### config.mk
export PLATFORM = sky130hd
export DESIGN_NAME = gregorian_date_day_count_converter
export DESIGN_NICKNAME = d
export VERILOG_FILES = /design/src/gdc_pkg.sv /design/src/gdc_addsub.sv /design/src/gregorian_date_day_count_converter.sv
export SDC_FILE = /design/constraint.sdc
export NUM_CORES = 1
export LEC_CHECK = 0
export ABC_AREA = 1
export BUFFER_PORTS_ARGS = -buffer_cell sky130_fd_sc_hd__buf_2
export CAP_MARGIN = 20
export CELL_PAD_IN_SITES_DETAIL_PLACEMENT = 0
export CELL_PAD_IN_SITES_GLOBAL_PLACEMENT = 1
export CORE_MARGIN = 2
export CORE_UTILIZATION = 47
export DETAILED_ROUTE_END_ITERATION = 7
export PLACE_DENSITY_LB_ADDON = 0.1
export SYNTH_ARGS = -nofsm -noshare
export SYNTH_HDL_FRONTEND = slang
export SYNTH_SLANG_ARGS = --single-unit
### constraint.sdc
create_clock -name clk_i -period 7.8 [get_ports clk_i]
set_clock_uncertainty 0.2 [all_clocks]
set_input_delay 0.78 -clock clk_i [delete_from_list [all_inputs] [get_ports clk_i]]
set_output_delay 0.78 -clock clk_i [all_outputs]
set_load 0.01 [all_outputs]
### src/gdc_pkg.sv
// ----------------------------------------------------------------------------
// gdc_pkg
// Shared types, constants and calendar helpers for the date / day index
// converter.
// ----------------------------------------------------------------------------
package gdc_pkg;

  localparam int unsigned FIRST_YEAR    = 1900;
  localparam int unsigned LAST_YEAR_DEF = 2100;
  localparam int unsigned INDEX_W       = 17;
  localparam int unsigned YEAR_W        = 12;
  localparam int unsigned MONTH_W       = 4;
  localparam int unsigned DAY_W         = 5;
  localparam int unsigned LEN_W         = 9;
  localparam logic [INDEX_W-1:0] INDEX_MAX = '1;

  localparam logic FUNC_TO_INDEX = 1'b0;
  localparam logic FUNC_TO_DATE  = 1'b1;

  localparam logic [MONTH_W-1:0] MONTH_JAN = 4'd1;
  localparam logic [MONTH_W-1:0] MONTH_FEB = 4'd2;
  localparam logic [MONTH_W-1:0] MONTH_APR = 4'd4;
  localparam logic [MONTH_W-1:0] MONTH_JUN = 4'd6;
  localparam logic [MONTH_W-1:0] MONTH_SEP = 4'd9;
  localparam logic [MONTH_W-1:0] MONTH_NOV = 4'd11;
  localparam logic [MONTH_W-1:0] MONTH_DEC = 4'd12;

  // Year residues of FIRST_YEAR modulo 4, 100 and 400
  localparam logic [1:0] FIRST_MOD4   = 2'(FIRST_YEAR % 4);
  localparam logic [6:0] FIRST_MOD100 = 7'(FIRST_YEAR % 100);
  localparam logic [8:0] FIRST_MOD400 = 9'(FIRST_YEAR % 400);

  typedef struct packed {
    logic             sub;
    logic [LEN_W-1:0] len;
  } alu_ctl_t;

  function automatic logic [LEN_W-1:0] year_len(input logic leap);
    return leap ? 9'd366 : 9'd365;
  endfunction

  function automatic logic [LEN_W-1:0] month_len(input logic leap,
                                                 input logic [MONTH_W-1:0] m);
    logic [LEN_W-1:0] len;
    len = 9'd31;
    if (m == MONTH_FEB) begin
      len = leap ? 9'd29 : 9'd28;
    end else if (m == MONTH_APR || m == MONTH_JUN || m == MONTH_SEP || m == MONTH_NOV) begin
      len = 9'd30;
    end
    return len;
  endfunction

endpackage

### src/gdc_addsub.sv
// ----------------------------------------------------------------------------
// gdc_addsub
// Shared accumulator adder / subtractor; flags no-borrow on subtraction.
// ----------------------------------------------------------------------------
module gdc_addsub #(
  parameter int unsigned ACC_W = 17
) (
  input  logic [ACC_W-1:0]     acc_i,
  input  gdc_pkg::alu_ctl_t    ctl_i,
  output logic [ACC_W-1:0]     res_o,
  output logic                 no_borrow_o
);

  logic [ACC_W-1:0] opnd;
  logic [ACC_W:0]   sum;

  always_comb begin
    opnd = ACC_W'(ctl_i.len);
    if (ctl_i.sub) begin
      opnd = ~opnd;
    end
    sum = {1'b0, acc_i} + {1'b0, opnd} + (ACC_W+1)'(ctl_i.sub);
  end

  assign res_o       = sum[ACC_W-1:0];
  assign no_borrow_o = sum[ACC_W];

endmodule

### src/gregorian_date_day_count_converter.sv
// ----------------------------------------------------------------------------
// gregorian_date_day_count_converter
// Date <-> day index (days since 1900-01-01) converter, walking years then
// months through one shared adder / subtractor.
// ----------------------------------------------------------------------------
// Sequence: the accepted item is walked through ST_YEAR, then ST_MONTH, then
//   ST_FIN registers the result into the output register behind m_axis_tvalid.
// Throughput: items are taken one at a time, only in ST_IDLE; the year / month
//   walk on the single adder sets it, and ST_FIN waits while a previous result
//   still holds the output register. A new item is taken while a result still waits.
// Reset: asynchronous, active low; clears sequencer and output valid.
// ----------------------------------------------------------------------------
module gregorian_date_day_count_converter #(
  parameter int unsigned LAST_YEAR = gdc_pkg::LAST_YEAR_DEF
) (
  input  logic        clk_i,
  input  logic        rst_ni,
  input  logic        s_axis_tvalid,
  output logic        s_axis_tready,
  // year[11:0], month[15:12], day[20:16], day_index[37:21]
  input  logic [39:0] s_axis_tdata,
  // func[0]
  input  logic [0:0]  s_axis_tuser,
  output logic        m_axis_tvalid,
  input  logic        m_axis_tready,
  // out_index[16:0], out_year[28:17], out_month[32:29], out_day[37:33]
  output logic [39:0] m_axis_tdata,
  // range_error[0]
  output logic [0:0]  m_axis_tuser
);

  localparam int unsigned ACC_RAW = $clog2((LAST_YEAR - gdc_pkg::FIRST_YEAR + 1) * 366 + 1);
  localparam int unsigned ACC_W   = (ACC_RAW > gdc_pkg::INDEX_W) ? ACC_RAW : gdc_pkg::INDEX_W;
  localparam int unsigned LEAPS   = (LAST_YEAR / 4 - LAST_YEAR / 100 + LAST_YEAR / 400)
                                  - ((gdc_pkg::FIRST_YEAR - 1) / 4
                                  - (gdc_pkg::FIRST_YEAR - 1) / 100
                                  + (gdc_pkg::FIRST_YEAR - 1) / 400);
  localparam int unsigned LAST_IDX = (LAST_YEAR - gdc_pkg::FIRST_YEAR + 1) * 365 + LEAPS - 1;
  localparam logic [ACC_W-1:0] LAST_IDX_A = ACC_W'(LAST_IDX);
  localparam logic [gdc_pkg::YEAR_W-1:0] LAST_Y  = gdc_pkg::YEAR_W'(LAST_YEAR);
  localparam logic [gdc_pkg::YEAR_W-1:0] FIRST_Y = gdc_pkg::YEAR_W'(gdc_pkg::FIRST_YEAR);

  typedef enum logic [1:0] {
    ST_IDLE,
    ST_YEAR,
    ST_MONTH,
    ST_FIN
  } state_e;

  state_e                          state_q;
  logic                            dir_q;
  logic                            err_q;
  logic [ACC_W-1:0]                acc_q;
  logic [gdc_pkg::YEAR_W-1:0]      yy_q, tgt_y_q;
  logic [gdc_pkg::MONTH_W-1:0]     mm_q, tgt_m_q;
  logic [1:0]                      c4_q;
  logic [6:0]                      c100_q;
  logic [8:0]                      c400_q;
  logic                            out_valid_q;
  logic [39:0]                     out_data_q;
  logic                            out_err_q;

  logic [gdc_pkg::YEAR_W-1:0]      in_year;
  logic [gdc_pkg::MONTH_W-1:0]     in_month;
  logic [gdc_pkg::DAY_W-1:0]       in_day;
  logic [gdc_pkg::INDEX_W-1:0]     in_index;
  logic                            in_func;
  logic                            in_acc;

  logic                            leap;
  gdc_pkg::alu_ctl_t               ctl;
  logic [ACC_W-1:0]                alu_res;
  logic                            no_borrow;
  logic                            year_step, month_step;
  logic                            out_free;

  logic [gdc_pkg::INDEX_W-1:0]     res_index;
  logic                            res_ovf;
  logic [gdc_pkg::DAY_W-1:0]       res_day;

  assign in_year  = s_axis_tdata[11:0];
  assign in_month = s_axis_tdata[15:12];
  assign in_day   = s_axis_tdata[20:16];
  assign in_index = s_axis_tdata[37:21];
  assign in_func  = s_axis_tuser[0];

  assign s_axis_tready = (state_q == ST_IDLE);
  assign in_acc        = s_axis_tvalid && s_axis_tready;
  assign out_free      = !out_valid_q || m_axis_tready;

  assign leap = (c100_q == 7'd0) ? (c400_q == 9'd0) : (c4_q == 2'd0);

  always_comb begin
    ctl.sub = dir_q;
    ctl.len = (state_q == ST_MONTH) ? gdc_pkg::month_len(leap, mm_q) : gdc_pkg::year_len(leap);
  end

  gdc_addsub #(
    .ACC_W (ACC_W)
  ) u_addsub (
    .acc_i       (acc_q),
    .ctl_i       (ctl),
    .res_o       (alu_res),
    .no_borrow_o (no_borrow)
  );

  always_comb begin
    if (dir_q == gdc_pkg::FUNC_TO_INDEX) begin
      year_step  = (yy_q < tgt_y_q);
      month_step = (mm_q < tgt_m_q);
    end else begin
      year_step  = (yy_q < LAST_Y) && no_borrow;
      month_step = (mm_q < gdc_pkg::MONTH_DEC) && no_borrow;
    end
  end

  always_comb begin
    res_ovf   = (acc_q > ACC_W'(gdc_pkg::INDEX_MAX));
    res_index = res_ovf ? gdc_pkg::INDEX_MAX : acc_q[gdc_pkg::INDEX_W-1:0];
    res_day   = acc_q[gdc_pkg::DAY_W-1:0] + 5'd1;
  end

  always_ff @(posedge clk_i or negedge rst_ni) begin
    if (!rst_ni) begin
      state_q     <= ST_IDLE;
      dir_q       <= gdc_pkg::FUNC_TO_INDEX;
      err_q       <= 1'b0;
      acc_q       <= '0;
      yy_q        <= FIRST_Y;
      tgt_y_q     <= FIRST_Y;
      mm_q        <= gdc_pkg::MONTH_JAN;
      tgt_m_q     <= gdc_pkg::MONTH_JAN;
      c4_q        <= gdc_pkg::FIRST_MOD4;
      c100_q      <= gdc_pkg::FIRST_MOD100;
      c400_q      <= gdc_pkg::FIRST_MOD400;
      out_valid_q <= 1'b0;
    end else begin
      if (out_valid_q && m_axis_tready && (state_q != ST_FIN)) begin
        out_valid_q <= 1'b0;
      end
      unique case (state_q)
        ST_IDLE: begin
          if (in_acc) begin
            dir_q  <= in_func;
            yy_q   <= FIRST_Y;
            mm_q   <= gdc_pkg::MONTH_JAN;
            c4_q   <= gdc_pkg::FIRST_MOD4;
            c100_q <= gdc_pkg::FIRST_MOD100;
            c400_q <= gdc_pkg::FIRST_MOD400;
            if (in_func == gdc_pkg::FUNC_TO_INDEX) begin
              if (in_year < FIRST_Y) begin
                tgt_y_q <= FIRST_Y;
                err_q   <= 1'b1;
              end else if (in_year > LAST_Y) begin
                tgt_y_q <= LAST_Y;
                err_q   <= 1'b1;
              end else begin
                tgt_y_q <= in_year;
                err_q   <= 1'b0;
              end
              if (in_month == 4'd0) begin
                tgt_m_q <= gdc_pkg::MONTH_JAN;
              end else if (in_month > gdc_pkg::MONTH_DEC) begin
                tgt_m_q <= gdc_pkg::MONTH_DEC;
              end else begin
                tgt_m_q <= in_month;
              end
              acc_q <= (in_day == 5'd0) ? '0 : ACC_W'(in_day - 5'd1);
            end else begin
              tgt_y_q <= LAST_Y;
              tgt_m_q <= gdc_pkg::MONTH_DEC;
              if (ACC_W'(in_index) > LAST_IDX_A) begin
                acc_q <= LAST_IDX_A;
                err_q <= 1'b1;
              end else begin
                acc_q <= ACC_W'(in_index);
                err_q <= 1'b0;
              end
            end
            state_q <= ST_YEAR;
          end
        end
        ST_YEAR: begin
          if (year_step) begin
            acc_q  <= alu_res;
            yy_q   <= yy_q + 12'd1;
            c4_q   <= c4_q + 2'd1;
            c100_q <= (c100_q == 7'd99) ? 7'd0 : c100_q + 7'd1;
            c400_q <= (c400_q == 9'd399) ? 9'd0 : c400_q + 9'd1;
          end else begin
            state_q <= ST_MONTH;
          end
        end
        ST_MONTH: begin
          if (month_step) begin
            acc_q <= alu_res;
            mm_q  <= mm_q + 4'd1;
          end else begin
            state_q <= ST_FIN;
          end
        end
        ST_FIN: begin
          if (out_free) begin
            out_valid_q <= 1'b1;
            if (dir_q == gdc_pkg::FUNC_TO_INDEX) begin
              out_data_q <= {23'd0, res_index};
              out_err_q  <= err_q || res_ovf;
            end else begin
              out_data_q <= {2'd0, res_day, mm_q, yy_q, 17'd0};
              out_err_q  <= err_q;
            end
            state_q <= ST_IDLE;
          end
        end
        default: begin
          state_q <= ST_IDLE;
        end
      endcase
    end
  end

  assign m_axis_tvalid   = out_valid_q;
  assign m_axis_tdata    = out_data_q;
  assign m_axis_tuser[0] = out_err_q;

  a_leap_mod4: assert property (@(posedge clk_i) disable iff (!rst_ni)
    c4_q == yy_q[1:0])
    else $error("year residue mod 4 out of step with year counter");

  a_month_range: assert property (@(posedge clk_i) disable iff (!rst_ni)
    mm_q >= gdc_pkg::MONTH_JAN && mm_q <= gdc_pkg::MONTH_DEC)
    else $error("month counter out of range");

  a_walk_bound: assert property (@(posedge clk_i) disable iff (!rst_ni)
    (state_q != ST_IDLE && dir_q == gdc_pkg::FUNC_TO_DATE) |-> acc_q <= LAST_IDX_A)
    else $error("remaining days exceed last supported index");

  a_out_year: assert property (@(posedge clk_i) disable iff (!rst_ni)
    (state_q == ST_FIN && out_free && dir_q == gdc_pkg::FUNC_TO_DATE)
      |=> m_axis_tdata[28:17] >= FIRST_Y && m_axis_tdata[28:17] <= LAST_Y)
    else $error("converted year out of range");

endmodule

==> After elaboration in Yosys (flattened, before gate mapping) <==
Cells that the tools add are included.
{ "op_classes": {"reduce_logical": 26, "magnitude_cmp": 9, "eq_ne": 17, "addsub": 9, "n_bitwise": 1, "muxes": 53} }
{ "ops": {"columns": ["op", "count"], "rows": [
  ["2-to-1 mux 17 bit", 8],
  ["2-to-1 mux 12 bit", 5],
  ["one-hot mux 17 bit (3 select lines)", 1],
  ["2-to-1 mux 9 bit", 5],
  ["> comparator 17 bit (second input constant)", 2],
  ["one-hot mux 12 bit (2 select lines)", 1],
  ["2-to-1 mux 7 bit", 3],
  ["2-to-1 mux 4 bit", 5],
  ["adder 17 x 17 -> 18 bit", 1],
  ["adder 18 x 1 -> 18 bit", 1],
  ["one-hot mux 9 bit (2 select lines)", 1],
  ["NOT 9 -> 17 bit", 1],
  ["2-to-1 mux 2 bit", 7],
  ["one-hot mux 7 bit (2 select lines)", 1],
  ["2-to-1 mux 1 bit", 13],
  ["adder 12 x 1 -> 12 bit (second input constant)", 1],
  ["> comparator 12 bit (second input constant)", 1],
  ["< comparator 12 x 11 -> 1 bit (second input constant)", 1],
  ["< comparator 12 bit", 1],
  ["< comparator 12 bit (second input constant)", 1],
  ["inequality test 2 bit (second input constant)", 6],
  ["adder 9 x 1 -> 9 bit (second input constant)", 1],
  ["== test 9 bit (second input constant)", 1],
  ["zero test 9 bit", 1],
  ["other kinds (30)", 46]
]} }
{ "totals": {"regBits": 113, "out_inout_bits": 43} }

==> Logic depth before layout (Yosys ltp) <==
Gate-level depths: netlist (run 1).
{ "logic_depth": {"ltp_word": 15, "ltp_mapped": 30, "mapped_depth_nobuf": 29} }

==> Modules after synthesis <==
Synthesis (run 1) repeated with hierarchy kept, for this count alone.
{ "unflattened": {"cells_unflattened": 1012, "hier_area_um2": 7504.7} }
{ "modules_own_cells": {"columns": ["module", "seq_area_each_um2", "cells_each", "n_inst", "area_each_um2"], "rows": [
  ["gregorian_date_day_count_converter", 2997.9, 826, 1, 6422.4],
  ["gdc_addsub", 0.0, 186, 1, 1082.3]
]} }

==> Worst setup path after synthesis (run 1) <==
Ideal clock, no wire load.
{ "synth_path": {"path_type": "flip-flop to flip-flop", "start": "reg mm_q[0] in the netlist's numbering", "end": "reg acc_q[10]", "arrival_time_ns": 2.927, "stages_incl_launch_ff": 22, "setup_slack_ns": 4.552, "required_ns": 7.479, "period_less_slack_ns": 3.248, "n_path_buf": 0, "cell_sequence": "dfstp_2 > inv_1 > ha_1 > o21ai_0 > nand3_1 > nand3_1 > inv_1 > nand2_2 > nand2_2 > nand2_2 > nand2_1 > fa_1 > nand3b_1 > nand2_1 > a21oi_1 > o21ai_0 > inv_1 > o21ai_0 > xnor2_1 > nand2_1 > nand2_1 > o21ai_1"} }
{ "synth_between": {"elab_chain_cells": 15} }
{ "synth_rtl": {"columns": ["item", "line_no", "rtl"], "rows": [
  ["start, declared", "gregorian_date_day_count_converter.sv:55", "logic [gdc_pkg::MONTH_W-1:0] mm_q, tgt_m_q;"],
  ["start signal, assigned", "gregorian_date_day_count_converter.sv:131", "mm_q <= gdc_pkg::MONTH_JAN;"],
  ["start signal, assigned", "gregorian_date_day_count_converter.sv:146", "mm_q <= gdc_pkg::MONTH_JAN;"],
  ["start signal, assigned", "gregorian_date_day_count_converter.sv:197", "mm_q <= mm_q + 4'd1;"],
  ["== test 4 x 3 -> 1 bit", "gdc_pkg.sv:48", "end else if (m == MONTH_APR || m == MONTH_JUN || m == MONTH_SEP || m == MONTH_NOV) begin"],
  ["logical OR 1 bit (3 in a row)", "gdc_pkg.sv:48", null],
  ["2-to-1 mux 1 bit", "gdc_pkg.sv:48", null],
  ["2-to-1 mux 9 bit", "gdc_pkg.sv:46", "if (m == MONTH_FEB) begin"],
  ["2-to-1 mux 9 bit", "gregorian_date_day_count_converter.sv:95", "ctl.len = (state_q == ST_MONTH) ? gdc_pkg::month_len(leap, mm_q) : gdc_pkg::year_len(leap);"],
  ["NOT 9 -> 17 bit", "gdc_addsub.sv:20", "opnd = ~opnd;"],
  ["2-to-1 mux 17 bit", "gdc_addsub.sv:19", "if (ctl_i.sub) begin"],
  ["adder 17 x 17 -> 18 bit", "gdc_addsub.sv:22", "sum = {1'b0, acc_i} + {1'b0, opnd} + (ACC_W+1)'(ctl_i.sub);"],
  ["adder 18 x 1 -> 18 bit", "gdc_addsub.sv:22", null],
  ["logical AND 1 bit (on tied branches)", "gregorian_date_day_count_converter.sv:113, gregorian_date_day_count_converter.sv:112", null],
  ["2-to-1 mux 1 bit", "gregorian_date_day_count_converter.sv:108", "if (dir_q == gdc_pkg::FUNC_TO_INDEX) begin"],
  ["inequality test 2 bit (no line)", null, null],
  ["AND reduction 4 bit (no line)", null, null],
  ["end signal, assigned", "gregorian_date_day_count_converter.sv:168", "acc_q <= (in_day == 5'd0) ? '0 : ACC_W'(in_day - 5'd1);"],
  ["end signal, assigned", "gregorian_date_day_count_converter.sv:176", "acc_q <= ACC_W'(in_index);"],
  ["end signal, assigned", "gregorian_date_day_count_converter.sv:185", "acc_q <= alu_res;"],
  ["end, declared", "gregorian_date_day_count_converter.sv:53", "logic [ACC_W-1:0] acc_q;"]
]} }
Several ways; a longest one is shown, not always the timed one. The select of a mux whose other input is x is not followed.
A chain may end at the register's enable or synchronous reset.

==> Worst setup path after layout (run 1) <==
{ "layout_path": {"start": "reg dir_q", "end": "reg acc_q[7]"} }
{ "layout_between": {"elab_chain_cells": 7} }
{ "layout_rtl": {"columns": ["item", "line_no", "rtl"], "rows": [
  ["start, declared", "gregorian_date_day_count_converter.sv:51", "logic dir_q;"],
  ["start signal, assigned", "gregorian_date_day_count_converter.sv:126", "dir_q <= gdc_pkg::FUNC_TO_INDEX;"],
  ["start signal, assigned", "gregorian_date_day_count_converter.sv:144", "dir_q <= in_func;"],
  ["2-to-1 mux 17 bit", "gdc_addsub.sv:19", null],
  ["adder 17 x 17 -> 18 bit", "gdc_addsub.sv:22", null],
  ["adder 18 x 1 -> 18 bit", "gdc_addsub.sv:22", null],
  ["logical AND 1 bit (on tied branches)", "gregorian_date_day_count_converter.sv:113, gregorian_date_day_count_converter.sv:112", null],
  ["2-to-1 mux 1 bit", "gregorian_date_day_count_converter.sv:108", null],
  ["inequality test 2 bit (no line)", null, null],
  ["AND reduction 4 bit (no line)", null, null]
]} }
Several ways; a longest one is shown, not always the timed one. The select of a mux whose other input is x is not followed.

==> run metrics, run 1 <==
Hold-fix buffers, CTS 0; fin crit share 51.3%; WL final 17100 um; critical path's slowest cell dfrtp_1; max cap viols 0; ANT cells 0; Final Util 53.6%; WP data arrival 4.08 ns; total number of vias 5964; Pwr Density 443 nW/um^2; min-delay worst type in2async; flops & latches, synth 111; crit path cell chain buf_4 > xor2_1 > inv_1 > ha_1 > nand2_1 > nor2_1 > inv_1 > o21ai_0 > inv_1 > nor2_1 > nor2_1 > nand2_1 > nand3_1 > nand3_1 > nand3_4 > inv_2 > nand2_1 > o21ai_1; Lkg Pwr 3.98 nW; CTS clk-pin slew, worst paths 0.07 ns; CTS Root Cell clkbuf_16; vias per cell 5.06; DR pass1 iterations 5; Slew Viols, Final 0; met3 routed WL 485 um; global-route usage over all layers 22.2%; initial antenna violation count 1; die area 16200 sq um; H-tree depth 3; nets@finish 1078; post-CTS setup buffer count 0; Slew Limit Headroom 52.4%; outcome complete, no violations; top layer in use met5; CP Data Required Time 7.88 ns; first-pass GRT wire length 28400 um; min Tclk post-route 4.01 ns; Hold Vio Cnt, Final 0; Metal-1 WL 7960 um; Setup crit end kind register; Mapped Cells 907; GRT overflow 0; Starting Density 47.4%; total CTS buffers 9; DR iter-0 viols 265; Final GP Congestion 0.866; largest net degree at the start of global routing 40; CP Class reg2reg; Antenna Nets Post-Route 0; commonest non-fill, non-tap cell in the layout nand2_1; Setup-failing EPs final 0; Setup WS post-layout 3.79 ns; number of flops mapped to enable cells by yosys 39; post-DR wirelength/cell 14.5 um; multi-input logic area 3480 sq um; yosys synthesis warning count 0; Fmax 250 MHz; CTS max path bufs 2; syn_area_per_cell 7.86 sq um; Critical Path Max Stage Delay 0.72 ns; die width 127 um; cell area after synthesis 7130 sq um; measured slew at the worst slew-check pin 0.714 ns; Gates resized, CTS repair 0; most frequent cells in the layout 212 x nand2_1, 141 x inv_1, 82 x buf_2; clk_lat worst skew 0.36 ns; post-synthesis sequential area ratio 42.0%; I/O Buffers 83; layout cells sized above 1 15.3%; RSZ-0062 raised after global routing false; Ports 88; Fillers 1495; maximum VDD drop 187 uV; Cell Rows 45; Synth cell types 52; routed length on met2 8410 um; Startpoint Class register; Max FO, Critical Path 35; dpl ws 3.74 ns; vias in the first global route 5751; Main synth FF type dfrtp_1; die height 127 um; HPWL Detailed 13300 um; CTS tree yes; core area 15000 sq um; Area Growth Syn to Fin 13.1%; asr flop ratio synth 64.9%; Num Clock Sinks 111; setup tns final 0 ns; drc violations 0; Register Area 3000 sq um
==> power breakdown <==
part	switching, mW	internal (mW)
registers	0.149	0.854
logic	1.34	0.704
clock network	0.213	0.311
total	1.70	1.87
==> registers in the layout, summed over array words and instances (netlist names) <==
signal,count
err_q,1
c4_q,2
mm_q,4
acc_q,17
m_axis_tdata,38
state_q,2
dir_q,1
c100_q,7
c400_q,9
tgt_m_q,4
m_axis_tuser,1
yy_q,12
m_axis_tvalid,1
tgt_y_q,12
==> per-stage QoR <==
| stage | total power, mW | instance area (sq um) | hold WS (ns) | instances |
|---|---|---|---|---|
| after floorplan | 2.59 | 7140 | 0.258 | 908 |
| after global placement | 3.04 | 7700 | 0.275 | 1162 |
| after detailed placement | 3.06 | 7720 | 0.284 | 1163 |
| after CTS | 3.60 | 8070 | 0.210 | 1179 |
| after global routing | 3.96 | 8070 | 0.236 | 1179 |
| final | 3.57 | 8070 | 0.190 | 1179 |
==> worst max-delay path: cells and delay by family (launching register included) <==
family | cells | cell delay [ns]
XOR/XNOR | 1 | 0.25
flip-flops | 1 | 0.72
buffers and inverters | 5 | 0.99
AO/OA/AOI/OAI | 2 | 0.23
AND/OR/NAND/NOR | 9 | 1.11
adder cells (fa/ha/maj) | 1 | 0.39
==> cell usage after synthesis, types with 7 or more instances <==
cell	number	area (sq um)
inv_1	141	529
xor2_1	14	123
a21oi_1	55	275
nor3_1	18	90.1
dfrtp_1	52	1300
nand3_1	42	210
nand3b_1	7	52.6
o21ai_0	58	290
clkbuf_1	9	33.8
dfstp_2	20	526
ha_1	46	576
o21ai_1	27	135
o21ai_2	11	96.3
nand2_1	212	796
edfxtp_1	39	1170
nor2_1	76	285
==> per-layer routing <==
layer  up-vias  GRT usage [%]
met3        18           2.60
met4         2           6.85
met5         -              0
met1      2720           28.8
met2        95           39.0
li1       3129              -
==> worst paths after layout <==
path	cells past startpoint	from	endpoint	slack (ns)
setup / recovery	18	dir_q	acc_q[7]	3.79
hold / removal	1	rst_ni	c400_q[1]	0.19
setup reg to reg	18	dir_q	acc_q[7]	3.79
hold reg to reg	2	c400_q[8]	c400_q[8]	0.30
max in group asynchronous	2	rst_ni	yy_q[2]	6.31
min in group clk_i	2	c400_q[8]	c400_q[8]	0.30
==> kinds of logic after synthesis <==
family / after synthesis / share of synthesized area (%)
other: 1 / 0.0526
buffers and inverters: 165 / 9.37
AOI/OAI and AO/OA: 180 / 14.2
xor gates and xnor gates: 19 / 2.33
DFF: 111 / 42.0
muxes: 1 / 0.140
adders and majority gates: 47 / 8.35
and+or+nand+nor: 383 / 23.5
==> final cells by class <==
cell class	instances	area share (%)
multi-input combinational	632	43.1
sequential	111	37.2
inverter	145	6.75
timing repair buffer	87	5.80
clock buffer	12	3.32
tap	188	2.92
clock inverter	4	0.915
Note: power is estimated with default switching activity, not from simulation.
==> inputs of run 2 (changes only) <==
--- a/config.mk
+++ b/config.mk
@@ -11,7 +11,7 @@
 export CELL_PAD_IN_SITES_DETAIL_PLACEMENT = 0
 export CELL_PAD_IN_SITES_GLOBAL_PLACEMENT = 1
 export CORE_MARGIN = 2
-export CORE_UTILIZATION = 47
+export CORE_UTILIZATION = 39
 export DETAILED_ROUTE_END_ITERATION = 7
 export PLACE_DENSITY_LB_ADDON = 0.1
 export SYNTH_ARGS = -nofsm -noshare
==> constraint.sdc (replaced) <==
create_clock -name clk_i -period 3.6 [get_ports clk_i]
set_clock_uncertainty 0.2 [all_clocks]
set_input_delay 0.36 -clock clk_i [delete_from_list [all_inputs] [get_ports clk_i]]
set_output_delay 0.36 -clock clk_i [all_outputs]
set_load 0.01 [all_outputs]
==> run metrics, run 2 (synthesis gave the netlist of run 1 again) <==
outcome complete, no violations; Fillers 1867; Hold Vio Cnt, Final 0; drc violations 0; vias per cell 4.93; Worst Hold Depth 3; min Tclk post-route 3.45 ns; vias in the first global route 5819; WL final 19200 um; most frequent cells in the layout 205 x nand2_1, 136 x inv_1, 82 x buf_2; Final GP Congestion 0.845; Slew Limit Headroom 49.2%; Startpoint Class register; critical path's slowest cell dfrtp_1; Antenna Nets Post-Route 0; die area 19400 sq um; post-DR wirelength/cell 15.2 um; fin crit share 95.8%; max reg flops 38; Num Clock Sinks 111; Critical Path Max Stage Delay 0.40 ns; die height 139 um; Final Util 47.7%; min-delay worst type in2reg; H-tree depth 3; total number of vias 6214; FF-to-FF path depth 29; setup tns final 0 ns; layout cells sized above 1 21.2%; HP Start s_axis_tdata[2]; Slew Viols, Final 0; first-pass GRT wire length 30900 um; GRT overflow 0; HPWL Detailed 14200 um; DR pass1 iterations 5; total power 8.62 mW; nets@finish 1118; I/O Buffers 83; CP Data Required Time 3.69 ns; CTS Root Cell clkbuf_16; die width 139 um; CTS clk-pin slew, worst paths 0.08 ns; Max FO, Critical Path 5; commonest non-fill, non-tap cell in the layout nand2_1; Crit Reg-Reg Startpoint c400_q[1]; Non-Filler Instances 1261; biggest regs m_axis_tdata (38), acc_q (17); Setup-failing EPs final 0; Lkg Pwr 4.21 nW; maximum VDD drop 370 uV; Biggest register m_axis_tdata; global-route usage over all layers 20.0%; Hold EP tgt_y_q[2]; FF-to-FF End c400_q[2]; Starting Density 39.7%; Area Growth Syn to Fin 20.2%; largest net degree at the start of global routing 42; clk_lat worst skew 0.36 ns; Ports 88; Pwr Density 1010 nW/um^2; Placed Cells 1230; CTS tree yes; Setup crit end kind register; CTS max path bufs 2; Cell Rows 49; total CTS buffers 9; RSZ-0062 raised after global routing true; most frequent CP cell nor2_1; WP data arrival 3.54 ns; measured slew at the worst slew-check pin 0.759 ns; core area 18000 sq um; initial antenna violation count 1; max cap viols 0; DR iter-0 viols 317; flop2flop setup slack 0.15 ns; Fmax 290 MHz; CP Class reg2reg
run 2: worst max path at each step:
stage               slack, ns   endpoint  cells past startpoint  startpoint
floorplan                0.35  acc_q[10]                     21     mm_q[0]
global placement         0.06  c100_q[4]                     25   c400_q[0]
detailed placement       0.02  c100_q[4]                     25   c400_q[0]
CTS                      0.04   acc_q[7]                     25   c400_q[0]
global route            -0.17  c400_q[7]                     29   c400_q[1]
finish                   0.15  c400_q[2]                     29   c400_q[1]
run 2: power by group:
| part | total, mW | internal [mW] | leakage [nW] | switching (mW) |
|---|---|---|---|---|
| Sequential | 2.17 | 1.85 | 1.23 | 0.319 |
| Clock | 1.02 | 0.522 | 0.149 | 0.500 |
| Combinational | 5.42 | 2.09 | 2.83 | 3.33 |
run 2: stage by stage:
stage | hold slack (ns) | area (sq um) | setup WS (ns)
CTS | 0.0506 | 8340 | 0.0377
finish | 0.0602 | 8570 | 0.150
global placement | 0.153 | 7960 | 0.0593
global route | 0.0739 | 8570 | -0.166
detailed placement | 0.154 | 7960 | 0.0183
floorplan | -0.136 | 7140 | 0.352
run 2: repair_timing:
| item | in CTS | in global routing |
|---|---|---|
| cloned | 1 | 3 |
| pin swaps | 2 | 18 |
| gates resized for setup | 0 | 46 |
| hold buffers | 1 | 0 |
| buffers inserted | 3 | 6 |
| hold endpoints to repair | 18 | 0 |
| setup endpoints to repair | 4 | 52 |
run 2: worst max-delay path: cells and delay by family (launching register included):
family,cells,cell delay (ns)
flops,1,0.40
compound gates,4,0.45
xor+xnor,1,0.19
buf+inv,6,0.53
simple gates,16,1.33
fa+ha+maj,2,0.29
run 2: layout make-up:
class                   count  area (sq um)  share of cell area [%]
diodes                      1          2.50                  0.0292
clock buffers              11           253                    2.95
clock inverters             5          51.3                   0.598
inverters                 145           549                    6.41
multi-input cells         635          3640                    42.4
flip-flops and latches    111          3000                    35.0
well taps                 229           287                    3.34
repair buffers            124           795                    9.27
run 2: layer usage:
layer,part of all wire [%],routed length (um),up-vias,track usage (%)
li1,-,-,3219,-
met4,1.5,281,0,5.00
met1,50,9590,2846,29.4
met3,5.0,962,14,3.30
met5,0,0,-,0
met2,44,8340,135,30.7
==> inputs of run 3 (changes only) <==
--- a/config.mk
+++ b/config.mk
@@ -13,7 +13,9 @@
 export CORE_MARGIN = 2
 export CORE_UTILIZATION = 39
 export DETAILED_ROUTE_END_ITERATION = 7
+export MAX_ROUTING_LAYER = met4
 export PLACE_DENSITY_LB_ADDON = 0.1
+export REMOVE_ABC_BUFFERS = 1
 export SYNTH_ARGS = -nofsm -noshare
 export SYNTH_HDL_FRONTEND = slang
 export SYNTH_SLANG_ARGS = --single-unit
==> run metrics, run 3 (synthesis gave the netlist of run 1 again) <==
WP data arrival 3.56 ns; clk_lat worst skew 0.37 ns; Starting Density 39.7%; HPWL Detailed 13900 um; largest net degree at the start of global routing 38; Setup-failing EPs final 0; min Tclk post-route 3.49 ns; max cap viols 0; biggest regs m_axis_tdata (38), acc_q (17); measured slew at the worst slew-check pin 0.837 ns; I/O Buffers 83; DR pass1 iterations 5; ANT cells 0; Cell Area, Placed 8060 sq um; Critical Path Max Stage Delay 0.39 ns; vias per cell 4.92; Pwr Density 1010 nW/um^2; total number of vias 6257; die height 139 um; CTS Root Cell clkbuf_16; layout cells sized above 1 22.9%; min-delay worst type in2reg; final instance area 8600 sq um; Lkg Pwr 4.23 nW; most frequent cells in the layout 198 x nand2_1, 135 x inv_1, 82 x buf_2; Hold Vio Cnt, Final 0; CTS tree yes; first-pass GRT wire length 31500 um; Setup crit end kind register; Startpoint Class register; die width 139 um; Fillers 1831; Fin Hold WS 0.0587 ns; post-DR wirelength/cell 15.0 um; initial antenna violation count 0; max reg flops 38; Slew Viols, Final 0; total power 8.66 mW; Num Clock Sinks 111; Max FO, Critical Path 8; drc violations 0; dpl ws -0.0323 ns; FF-to-FF path depth 30; WL final 19100 um; Setup WS post-layout 0.107 ns; maximum VDD drop 346 uV; vias in the first global route 5944; Antenna Nets Post-Route 0; Final Util 47.9%; critical path's slowest cell dfrtp_1; global-route usage over all layers 20.9%; Ports 88; Slew Limit Headroom 43.7%; outcome complete, no violations; CP Class reg2reg; H-tree depth 3; Biggest register m_axis_tdata; Worst Hold Depth 3; CP Data Required Time 3.67 ns; GRT overflow 0; DR iter-0 viols 362; core area 18000 sq um; total CTS buffers 9; fin crit share 97.0%; RSZ-0062 raised after global routing true; Area Growth Syn to Fin 20.6%; die area 19400 sq um; Fmax 286 MHz; CTS max path bufs 2; Final GP Congestion 0.879; nets@finish 1129; commonest non-fill, non-tap cell in the layout nand2_1; CTS clk-pin slew, worst paths 0.08 ns; Cell Rows 49
run 3: changes by cell type in the layout (fill, tap and decap cells not counted), moves of 2 or more:
cell      previous run  this run
buf_4               34        47
clkbuf_8             2         0
clkinv_2             0         2
nand2_1            205       198
nand2_2              9        16
nand3_1             42        40
nand3_2              2         4
nand3b_4             3         1
nor2_1              72        66
nor2_2               5        11
o21ai_1             25        29
o21ai_2             17        13
run 3: critical path: cells and delay by family, from the launching register on:
| kind | cells | cell delay (ns) |
|---|---|---|
| AO/OA/AOI/OAI | 3 | 0.32 |
| flip-flops | 1 | 0.39 |
| AND/OR/NAND/NOR | 18 | 1.46 |
| XOR/XNOR | 1 | 0.21 |
| adder cells (fa/ha/maj) | 2 | 0.30 |
| buffers and inverters | 6 | 0.49 |
run 3: final timing paths:
check | from | endpoint | slack, ns
worst min-delay path | s_axis_tdata[2] | tgt_y_q[2] | 0.06
worst max-delay path | c400_q[1] | c100_q[6] | 0.11
min in group asynchronous | rst_ni | c400_q[0] | 0.45
max in group asynchronous | rst_ni | c400_q[8] | 1.83
worst min register to register | c400_q[8] | c400_q[8] | 0.30
worst max register to register | c400_q[1] | c100_q[6] | 0.11
run 3: per-stage QoR:
stage | TNS, ns | std cells
after detailed placement | -0.139 | 1244
after global routing | -5.32 | 1271
after floorplan | -6.90 | 888
after global placement | 0 | 1244
final | 0 | 1271
after CTS | 0 | 1267
run 3: final cells by class:
type | count | area (sq um) | area share [%]
multi-input combinational | 633 | 3610 | 41.9
sequential | 111 | 3000 | 34.8
timing repair buffer | 137 | 887 | 10.3
inverter | 145 | 552 | 6.41
tap | 229 | 287 | 3.33
clock buffer | 10 | 229 | 2.66
clock inverter | 6 | 45.0 | 0.523
run 3: report_power, final:
| group | internal [mW] | leakage [nW] | switching [mW] |
|---|---|---|---|
| registers | 1.85 | 1.23 | 0.301 |
| logic | 2.17 | 2.85 | 3.35 |
| clock network | 0.477 | 0.137 | 0.513 |
run 3: timing repair:
| item | 4_1_cts | 5_1_grt |
|---|---|---|
| gates resized for setup | 1 | 53 |
| endpoints found under the hold margin | 18 | 0 |
| endpoints found under the setup margin | 34 | 53 |
| hold buffers | 1 | 0 |
| gates cloned | 1 | 1 |
| setup buffers | 5 | 3 |
| pin swaps | 2 | 18 |
run 3: layer usage:
layer	vias up	track usage, %	wire length, um
met5	-	-	0
met4	0	3.35	132
met3	12	3.44	618
met2	111	30.0	8200
met1	2891	31.4	10100
li1	3243	-	-
